[src/hw/rtl/pcar_pkg.sv]
`timescale 1ns / 1ps
`default_nettype none

package pcar_pkg;

  // Cache geometry.
  localparam int unsigned SlotCount = 64;
  localparam int unsigned SlotW     = (SlotCount > 1) ? $clog2(SlotCount) : 1;
  localparam int unsigned CntW      = $clog2(SlotCount + 1);

  // Priority given to a freshly used slot, and the tag of a slot never written.
  localparam logic [7:0] PriFresh = 8'h80;
  localparam logic [7:0] TagReset = 8'hff;

  // Access kinds reported with each result.
  localparam logic [1:0] KindSame = 2'd0;
  localparam logic [1:0] KindHit  = 2'd1;
  localparam logic [1:0] KindMiss = 2'd2;

  typedef logic [SlotW-1:0] slot_t;

  // One slot as read from the store.
  typedef struct packed {
    logic [7:0] tag;
    logic [7:0] pri;
  } entry_t;

  // Write request into the slot store.
  typedef struct packed {
    logic       en;
    slot_t      addr;
    logic [7:0] tag;
    logic [7:0] pri;
  } wr_req_t;

  // Verdict of the compare unit on one slot.
  typedef struct packed {
    logic       hit;
    logic       empty;
    logic       age_write;
    logic [7:0] aged_pri;
    logic [7:0] hit_pri;
    logic       better;
  } verdict_t;

endpackage

`default_nettype wire

[src/hw/rtl/pcar_slot_store.sv]
`timescale 1ns / 1ps
`default_nettype none

module pcar_slot_store import pcar_pkg::*; (
  input  wire logic    clk_i,
  input  wire logic    rst_ni,
  input  wire slot_t   rd_addr_i,
  output entry_t       rd_entry_o,
  input  wire wr_req_t wr_req_i
);

  logic [15:0]          mem_q [SlotCount];
  logic [SlotCount-1:0] valid_q;
  logic [15:0]          rd_data_q;
  logic                 rd_valid_q;

  // Tag and priority storage, one write and one registered read a cycle.
  always_ff @(posedge clk_i) begin
    if (wr_req_i.en) begin
      mem_q[wr_req_i.addr] <= {wr_req_i.tag, wr_req_i.pri};
    end
    rd_data_q <= mem_q[rd_addr_i];
  end

  // Written-slot flags; a slot never written reads as its reset value.
  always_ff @(posedge clk_i or negedge rst_ni) begin
    if (!rst_ni) begin
      valid_q    <= '0;
      rd_valid_q <= 1'b0;
    end else begin
      if (wr_req_i.en) begin
        valid_q[wr_req_i.addr] <= 1'b1;
      end
      rd_valid_q <= valid_q[rd_addr_i];
    end
  end

  assign rd_entry_o.tag = rd_valid_q ? rd_data_q[15:8] : TagReset;
  assign rd_entry_o.pri = rd_valid_q ? rd_data_q[7:0]  : 8'h00;

endmodule

`default_nettype wire

[src/hw/rtl/pcar_compare_unit.sv]
`timescale 1ns / 1ps
`default_nettype none

module pcar_compare_unit import pcar_pkg::*; (
  input  wire entry_t     entry_i,
  input  wire logic [7:0] page_i,
  input  wire logic [8:0] best_pri_i,
  output verdict_t        verdict_o
);

  // Tag match, ageing and victim comparison for the slot under test.
  always_comb begin
    verdict_o.empty     = (entry_i.pri == 8'h00);
    verdict_o.hit       = !verdict_o.empty && (entry_i.tag == page_i);
    verdict_o.age_write = (entry_i.pri > 8'h01);
    verdict_o.aged_pri  = verdict_o.age_write ? {1'b0, entry_i.pri[7:1]} : entry_i.pri;
    verdict_o.hit_pri   = entry_i.pri | PriFresh;
    verdict_o.better    = ({1'b0, verdict_o.aged_pri} < best_pri_i);
  end

endmodule

`default_nettype wire

[src/hw/rtl/page_cache_aging_replacement_core.sv]
`timescale 1ns / 1ps
`default_nettype none

// Channel   Handshake                  Payload
// request   in_valid_i / in_stall_o    byte_address_i
// result    out_valid_o / out_stall_i  access_kind_o, slot_index_o, byte_offset_o,
//                                      evicted_valid_o, evicted_page_o
//
// Same-page requests go straight to the result, hits end the tag search early
// and misses follow it with the ageing pass and a fill: the tag search and the
// ageing pass each walk the slot store one slot a cycle through one compare unit.
// Reset leaves the cache empty and the last-page register invalid at once.
// A request is taken while an earlier result still waits in the output register.

module page_cache_aging_replacement_core import pcar_pkg::*; (
  input  wire logic        clk_i,
  input  wire logic        rst_ni,
  input  wire logic        in_valid_i,
  output logic             in_stall_o,
  input  wire logic [15:0] byte_address_i,
  output logic             out_valid_o,
  input  wire logic        out_stall_i,
  output logic [1:0]       access_kind_o,
  output logic [5:0]       slot_index_o,
  output logic [7:0]       byte_offset_o,
  output logic             evicted_valid_o,
  output logic [7:0]       evicted_page_o
);

  typedef enum logic [2:0] {
    StIdle,
    StSearch,
    StAge,
    StFill,
    StEmit
  } state_e;

  state_e            state_q;
  logic [7:0]        page_q;
  logic [7:0]        offset_q;
  logic [CntW-1:0]   cnt_q;
  logic              rd_pend_q;
  slot_t             rd_idx_q;
  logic [8:0]        best_pri_q;
  logic [7:0]        best_tag_q;
  slot_t             victim_q;
  logic              empty_found_q;
  logic [1:0]        res_kind_q;
  slot_t             res_slot_q;
  logic              res_ev_valid_q;
  logic [7:0]        res_ev_page_q;
  logic [7:0]        last_page_q;
  logic              last_valid_q;
  slot_t             last_slot_q;
  logic              out_valid_q;
  logic [1:0]        out_kind_q;
  logic [5:0]        out_slot_q;
  logic [7:0]        out_offset_q;
  logic              out_ev_valid_q;
  logic [7:0]        out_ev_page_q;

  slot_t             rd_addr;
  entry_t            rd_entry;
  wr_req_t           wr_req;
  verdict_t          verdict;
  logic              issue;
  logic              last_idx;
  logic              out_free;
  logic [SlotW+5:0]  slot_ext;

  pcar_slot_store u_store (
    .clk_i      (clk_i),
    .rst_ni     (rst_ni),
    .rd_addr_i  (rd_addr),
    .rd_entry_o (rd_entry),
    .wr_req_i   (wr_req)
  );

  pcar_compare_unit u_compare (
    .entry_i    (rd_entry),
    .page_i     (page_q),
    .best_pri_i (best_pri_q),
    .verdict_o  (verdict)
  );

  // Read issue during the walks; the registered data returns in the following cycle.
  assign rd_addr  = cnt_q[SlotW-1:0];
  assign issue    = (cnt_q < CntW'(SlotCount));
  assign last_idx = (rd_idx_q == slot_t'(SlotCount - 1));
  assign out_free = !out_valid_q || !out_stall_i;
  assign slot_ext = {6'b0, res_slot_q};

  // Store writes: priority refresh on a hit, ageing, and the fill on a miss.
  always_comb begin
    wr_req      = '0;
    wr_req.addr = rd_idx_q;
    wr_req.tag  = rd_entry.tag;
    wr_req.pri  = verdict.aged_pri;
    case (state_q)
      StSearch: begin
        if (rd_pend_q && verdict.hit) begin
          wr_req.en  = 1'b1;
          wr_req.pri = verdict.hit_pri;
        end
      end
      StAge: begin
        wr_req.en = rd_pend_q && verdict.age_write;
      end
      StFill: begin
        wr_req.en   = 1'b1;
        wr_req.addr = victim_q;
        wr_req.tag  = page_q;
        wr_req.pri  = PriFresh;
      end
      default: begin
        wr_req.en = 1'b0;
      end
    endcase
  end

  // Sequencer, result registers and output register.
  always_ff @(posedge clk_i or negedge rst_ni) begin
    if (!rst_ni) begin
      state_q        <= StIdle;
      page_q         <= '0;
      offset_q       <= '0;
      cnt_q          <= '0;
      rd_pend_q      <= 1'b0;
      rd_idx_q       <= '0;
      best_pri_q     <= '0;
      best_tag_q     <= '0;
      victim_q       <= '0;
      empty_found_q  <= 1'b0;
      res_kind_q     <= KindSame;
      res_slot_q     <= '0;
      res_ev_valid_q <= 1'b0;
      res_ev_page_q  <= '0;
      last_page_q    <= '0;
      last_valid_q   <= 1'b0;
      last_slot_q    <= '0;
      out_valid_q    <= 1'b0;
      out_kind_q     <= KindSame;
      out_slot_q     <= '0;
      out_offset_q   <= '0;
      out_ev_valid_q <= 1'b0;
      out_ev_page_q  <= '0;
    end else begin
      // The emit state loads the output register itself, so it is left out here.
      if (out_valid_q && !out_stall_i && (state_q != StEmit)) begin
        out_valid_q <= 1'b0;
      end

      case (state_q)
        StIdle: begin
          if (in_valid_i) begin
            page_q         <= byte_address_i[15:8];
            offset_q       <= byte_address_i[7:0];
            cnt_q          <= '0;
            rd_pend_q      <= 1'b0;
            res_ev_valid_q <= 1'b0;
            res_ev_page_q  <= '0;
            if (last_valid_q && (byte_address_i[15:8] == last_page_q)) begin
              res_kind_q <= KindSame;
              res_slot_q <= last_slot_q;
              state_q    <= StEmit;
            end else begin
              state_q <= StSearch;
            end
          end
        end

        StSearch: begin
          rd_pend_q <= issue;
          rd_idx_q  <= rd_addr;
          if (issue) begin
            cnt_q <= cnt_q + 1'b1;
          end
          if (rd_pend_q && verdict.hit) begin
            res_kind_q   <= KindHit;
            res_slot_q   <= rd_idx_q;
            last_page_q  <= page_q;
            last_valid_q <= 1'b1;
            last_slot_q  <= rd_idx_q;
            rd_pend_q    <= 1'b0;
            state_q      <= StEmit;
          end else if (rd_pend_q && last_idx) begin
            cnt_q         <= '0;
            rd_pend_q     <= 1'b0;
            best_pri_q    <= 9'h100;
            best_tag_q    <= '0;
            victim_q      <= '0;
            empty_found_q <= 1'b0;
            state_q       <= StAge;
          end
        end

        StAge: begin
          rd_pend_q <= issue;
          rd_idx_q  <= rd_addr;
          if (issue) begin
            cnt_q <= cnt_q + 1'b1;
          end
          if (rd_pend_q) begin
            // The first empty slot wins; otherwise the lowest aged priority.
            if (!empty_found_q) begin
              if (verdict.empty) begin
                empty_found_q <= 1'b1;
                victim_q      <= rd_idx_q;
              end else if (verdict.better) begin
                best_pri_q <= {1'b0, verdict.aged_pri};
                best_tag_q <= rd_entry.tag;
                victim_q   <= rd_idx_q;
              end
            end
            if (last_idx) begin
              rd_pend_q <= 1'b0;
              state_q   <= StFill;
            end
          end
        end

        StFill: begin
          res_kind_q     <= KindMiss;
          res_slot_q     <= victim_q;
          res_ev_valid_q <= !empty_found_q;
          res_ev_page_q  <= empty_found_q ? 8'h00 : best_tag_q;
          last_page_q    <= page_q;
          last_valid_q   <= 1'b1;
          last_slot_q    <= victim_q;
          state_q        <= StEmit;
        end

        StEmit: begin
          if (out_free) begin
            out_valid_q    <= 1'b1;
            out_kind_q     <= res_kind_q;
            out_slot_q     <= slot_ext[5:0];
            out_offset_q   <= offset_q;
            out_ev_valid_q <= res_ev_valid_q;
            out_ev_page_q  <= res_ev_page_q;
            state_q        <= StIdle;
          end
        end

        default: begin
          state_q <= StIdle;
        end
      endcase
    end
  end

  assign in_stall_o      = (state_q != StIdle);
  assign out_valid_o     = out_valid_q;
  assign access_kind_o   = out_kind_q;
  assign slot_index_o    = out_slot_q;
  assign byte_offset_o   = out_offset_q;
  assign evicted_valid_o = out_ev_valid_q;
  assign evicted_page_o  = out_ev_page_q;

endmodule

`default_nettype wire
[config.mk]
export PLATFORM = sky130hd
export DESIGN_NAME = page_cache_aging_replacement_core
export DESIGN_NICKNAME = d
export VERILOG_FILES = /design/src/hw/rtl/pcar_pkg.sv /design/src/hw/rtl/pcar_slot_store.sv /design/src/hw/rtl/pcar_compare_unit.sv /design/src/hw/rtl/page_cache_aging_replacement_core.sv
export SDC_FILE = /design/constraint.sdc
export NUM_CORES = 1
export LEC_CHECK = 0
export BUFFER_PORTS_ARGS = -buffer_cell sky130_fd_sc_hd__buf_4
export CORE_MARGIN = 4
export CORE_UTILIZATION = 40
export CTS_BUF_LIST = sky130_fd_sc_hd__clkbuf_4
export CTS_CLUSTER_SIZE = 24
export DETAILED_ROUTE_END_ITERATION = 16
export SLEW_MARGIN = 10
export SYNTH_ARGS = -nofsm -noshare
export SYNTH_HDL_FRONTEND = slang
export SYNTH_SLANG_ARGS = --single-unit
[constraint.sdc]
create_clock -name clk_i -period 8.7 [get_ports clk_i]
set_input_delay 1.305 -clock clk_i [delete_from_list [all_inputs] [get_ports clk_i]]
set_output_delay 1.305 -clock clk_i [all_outputs]
set_load 0.05 [all_outputs]
Word level (Yosys, flattened, before mapping):

Memory sizes are Yosys's and may differ from the RTL's. A register that Yosys moved wholly into a read port is not among the register bits.
Index checks and enable logic that the tools add are counted.

* bits of input ports: 20
* word-level logic and storage cells: 167
* memory bits (writable): 1024
* register bits: 180
* memories: 1

Memory list
* u_store.mem_q: depth 64, width 16, rd ports 1, clocked after Yosys merged registers in 1, wr ports 1, RTL line pcar_slot_store.sv:12 `logic [15:0] mem_q [SlotCount];`

* add/sub/neg operators: 1
* muxes and demuxes: 80
* reduce and logical (&&, ||, !) cells: 32
* bitwise gates (word level): 1
* magnitude comparators: 6
* eq/ne operators: 21

Operator list (count)
* $mux W8: 13
* $or A64 B64 Y64: 1
* $pmux W8 S2: 4
* $mux W6: 9
* $mux W9: 6
* $mux W7: 4
* $pmux W6 S2: 2
* $mux W3: 7
* $pmux W7 S3: 1
* $ne A2 B2 Y1 const B: 10
* $mux W1: 19
* $pmux W6 S3: 1
* $pmux W9 S2: 1
* $eq A8 B8 Y1: 2
* $pmux W3 S5: 1
* $lt A6 B7 Y1 const B: 2
* $mux W14: 1
* $reduce_and A2 Y1: 5
* $lt A8 B9 Y1: 1
* $reduce_bool A3 Y1: 3
* $gt A8 B1 Y1 const B: 1
* $logic_and A1 B1 Y1: 8
* $logic_not A8 Y1: 1
* $reduce_and A4 Y1: 2
* other kinds (24): 36

Logic depth before layout (Yosys ltp):

* depth in word-level cells: 9
* mapped depth: 12
* mapped depth without buffers: 9

Modules after synthesis:

Synthesis repeated with hierarchy kept, for this count alone.

* cells, all modules: 2510
* area total of the unflattened synthesis: 48172.5 µm²

By module, submodules not included
* pcar_slot_store: instances 1, cells an instance 1982, seq. area each 32696.4 µm², area each 42454.5 µm²
* page_cache_aging_replacement_core: instances 1, cells an instance 468, seq. area each 2877.8 µm², area each 5293.8 µm²
* pcar_compare_unit: instances 1, cells an instance 60, seq. area each 0.0 µm², area each 424.2 µm²

Worst setup path after synthesis:

Ideal clock, no wire load.

* kind: flip-flop to flip-flop
* start point: register u_store.rd_data_q[2] (read register of u_store.mem_q)
* end point: memory u_store.mem_q[0][1], data pin
* data arrival time: 4.405 ns
* clock period less this slack: 5.129 ns
* cell stages (with the launch flop): 8
* required time: 7.976 ns
* setup time: 0.724 ns
* setup slack: 3.571 ns
* path through: dfxtp_1 > or4_4 > o41ai_4 > or3_4 > o31ai_1 > buf_2 > nand2b_1 > a21boi_0

RTL lines
* start, declared: RTL line pcar_slot_store.sv:14 `logic [15:0] rd_data_q;`
* end, declared: RTL line pcar_slot_store.sv:12

Final worst setup path:

* start point: register state_q[0]
* end point: memory u_store.mem_q[55][6], enable pin

* word-level cells in the longest chain between the ends: 4

RTL lines
* start, declared: RTL line page_cache_aging_replacement_core.sv:38 `state_e state_q;`
* start signal, assigned: RTL line page_cache_aging_replacement_core.sv:124 `state_q <= StIdle;`
* start signal, assigned: RTL line page_cache_aging_replacement_core.sv:165 `state_q <= StEmit;`
* start signal, assigned: RTL line page_cache_aging_replacement_core.sv:167 `state_q <= StSearch;`
* $eq A3 B2 Y1 / $eq A3 B1 Y1 (equally long branches): RTL line page_cache_aging_replacement_core.sv:99 `case (state_q)`
* $pmux W1 S3: RTL line page_cache_aging_replacement_core.sv:99
* $mux W1: RTL line pcar_slot_store.sv:19 `if (wr_req_i.en) begin`
* $mux W1 (implied by the code): RTL line pcar_slot_store.sv:20 `mem_q[wr_req_i.addr] <= {wr_req_i.tag, wr_req_i.pri};`

Several ways; a longest one is shown, not always the timed one.

==> reports/metrics.yaml <==
final_layout:
  final_common_cell: "edfxtp_1"
  drive_above_1_share_pct: 39.6
  nNetsFinal: 2777
  final_cell_mix: "1024 x edfxtp_1, 473 x clkbuf_4, 288 x mux4_2"
  area_growth_pct: 14.3
  fill_cells: 10200
routing:
  avgViaCountPerCell: 5.62
  drt_pre_antenna_iters: 7
  wl_per_cell_um: 25.9
  drt_iter0_drc: 2283
  vias: 25700
  ant_nets: 0
  drt_wl_total_um: 118000
  post-route-drc-count: 0
synth:
  yosys_warnings: 0
  synth-seq-area-share_pct: 73.8
  async_reset_ff_share_pct: 14.8
  synth_cell_types: 71
  syn_inst: 2422
  syn_avg_cell_area_um2: 19.9
  yosysTopAreaCell: "edfxtp_1"
  ys_ff_latch: 1220
  yosysTopAreaCellShare_pct: 63.8
  synth-main-ff-cell: "edfxtp_1"
  synth_area_leaders: "edfxtp_1 64%, mux4_2 13%, dfrtp_1 9.3%"
  synth_nets: 2450
  synth_edf_count: 1024
  synth_area_um2: 48200
timing:
  period_share_pct: 55.7
  hold_viol: 0
  report.final.setup_viol: 0
  period_minus_slack_ps: 4850
  skew_ps: 108
  max_freq_mhz: 206
  slew_violations: 0
  rsz0062_at_grt: "no"
  hold_ws_ps: 295
  tightestPinTransition_ps: 1270
  setup_tns_ps: 0
  relSlewSlack_pct: 15.3
die:
  die_y_um: 355
  rows: 127
  die_w_um: 355
  core_area_um2: 120000
  start_util_pct: 40.2
  ios: 47
  dieArea_um2: 126000
worst_setup_path:
  crit_fanout: 24
  worstPathRequired_ps: 9450
  slowest_stage: "nor3_2"
  crit_chain: "nor2b_1 -> and2_1 -> buf_4 -> mux2i_1 -> nand2_1 -> nor3_2"
  cp.arrival_ps: 5600
  endpoint_kind: "register"
  crit_start: "state_q[0]"
  start_kind: "register"
  crit_type: "reg -> reg"
  cp_top_family: "simple AND/OR/NAND/NOR gates"
  reg2reg_slack_ps: 3850
  timing.rr.start: "state_q[0]"
  slowest_delay_ps: 1080
  worstPathBufferInverterCount: 1
power_and_ir_drop:
  p_leak_nw: 18.5
  peakVddDrop_mv: 0.193
  combPwrFrac_pct: 14.5
  intPower_w: 0.00973
  p_clk_share_pct: 35.8
  p_sw_share_pct: 27.1
  power.density_nw_per_um2: 242
  power.switching_w: 0.00361
  power_frac_seq_pct: 49.7
clock_tree:
  cts_sinks: 1220
  cts_made_buffers: 327
  insertion_delay_ps: 1170
  cts.path.max_buffers: 4
  postCtsSetupBuffers: 0
  h-tree-depth: 5
  clk_root_buffer_cell: "clkbuf_4"
  tritoncts: "yes"
  cts-hold-fix-buffers: 0
  clkTransAtPathRegs_ps: 60
  post_cts_resized: 0
grt:
  gr-total-overflow: 0
  grt_pass1_vias: 26800
  grt_pass1_wl_um: 177000
  grt_max_degree: 112
  antenna_found_initial: 7
  grt_usage_pct: 18.9
hold_path:
  hp-class: "in -> async"
placement:
  hpwl_um: 69000
  port_buffers: 46
  gp_routability_congestion: 0.804
job:
  drv_cap: 0
run_status:
  outcome: "complete, no violations"
-- path summary, 6_finish.rpt --
| path | end | cells after the start |
|---|---|---|
| max in group asynchronous | cnt_q[2] | 2 |
| hold / removal | slot_index_o[1] | 1 |
| setup reg to reg | u_store.mem_q[55][6] | 6 |
| setup / recovery | u_store.mem_q[55][6] | 6 |
| hold reg to reg | u_store.valid_q[39] | 1 |
| min in group clk_i | offset_q[0] | 2 |
-- routing by layer --
layer  wire length (um)  share of wire (%)  GRT usage [%]  vias to the layer above
met4               3760                3.2           7.59                        6
met1              48900                 41           25.6                    13600
met2              57400                 49           29.9                     1040
met3               8300                7.0           4.17                      231
met5                 34              0.029              0                        -
li1                   -                  -              -                    10800
-- synth_stat cells, types with 6 or more instances --
master       n
a211oi_1    37
a21oi_1     36
a22o_1      15
a22oi_1      8
a31o_2      65
a31oi_1      9
a32o_1       7
buf_1       19
buf_2       56
clkbuf_1    65
dfrtp_1    180
dfxtp_1     16
edfxtp_1  1024
ha_1         8
inv_1       19
mux2_2      80
mux2i_1     63
mux4_2     288
nand2_1     75
nand2b_1    21
nand3_1     11
nand3b_1     9
nor2_1      54
nor2b_1     27
nor3_1      69
o211ai_1    11
o21a_1       7
o21ai_0     39
o221ai_1     8
o22ai_1      7
or2_2        6
xnor2_1     17
-- worst reg2reg max path, cell delays in order (launching register included) --
cell,delay [ps]
dfrtp_1,490
nor2b_1,780
and2_1,270
buf_4,290
mux2i_1,930
nand2_1,590
nor3_2,1080
-- per-stage QoR --
stage	utilization (%)	area, um2	power, W	worst slack (ps)	std cells
floorplan	-	48200	0.00813	3570	2422
global placement	42.7	51200	0.00869	4270	4032
detailed placement	42.7	51200	0.00873	4050	4032
CTS	46.0	55100	0.0135	3960	4564
global route	46.0	55100	0.0140	3560	4571
finish	46.0	55100	0.0133	3850	4571
-- flip-flops by register name, summed over array words and instances, names as in the netlist, 3 cells and up --
signal,flops
u_store.mem_q,1024
u_store.valid_q,64
u_store.rd_data_q,16
best_pri_q,9
best_tag_q,8
byte_offset_o,8
evicted_page_o,8
last_page_q,8
offset_q,8
page_q,8
res_ev_page_q,8
cnt_q,7
last_slot_q,6
rd_idx_q,6
res_slot_q,6
slot_index_o,6
victim_q,6
state_q,3
-- cells by family (layout without fill, tap and decap cells) --
| kind of cell | Yosys count | after routing | share of synthesized area, % |
|---|---|---|---|
| DFF | 1220 | 1220 | 73.8 |
| muxes | 432 | 432 | 16.7 |
| AOI/OAI and AO/OA | 282 | 282 | 4.41 |
| buffers and inverters | 162 | 692 | 1.44 |
| xor gates and xnor gates | 19 | 19 | 0.345 |
| and+or+nand+nor | 298 | 298 | 3.10 |
| adders and majority gates | 8 | 8 | 0.208 |
| other | 1 | 8 | 0.00778 |
-- area by class of cell --
| cell class | instances | area, um2 | share of cell area, % |
|---|---|---|---|
| Antenna cell | 7 | 17.5 | 0.0318 |
| Clock buffer | 473 | 3550 | 6.45 |
| Clock inverter | 59 | 318 | 0.577 |
| Inverter | 19 | 71.3 | 0.129 |
| Multi-Input combinational cell | 1040 | 12400 | 22.6 |
| Sequential cell | 1220 | 35600 | 64.6 |
| Tap cell | 1612 | 2020 | 3.66 |
| Timing Repair Buffer | 141 | 1090 | 1.97 |
-- power by group through the flow --
stage | sequential, W | clock (W) | combinational, W
after detailed placement | 0.00675 | 0 | 0.00197
after CTS | 0.00663 | 0.00493 | 0.00198
final | 0.00662 | 0.00478 | 0.00193
after global routing | 0.00665 | 0.00527 | 0.00208
after global placement | 0.00674 | 0 | 0.00194
after floorplan | 0.00668 | 0 | 0.00145
Power figures use the tool's default switching activity.
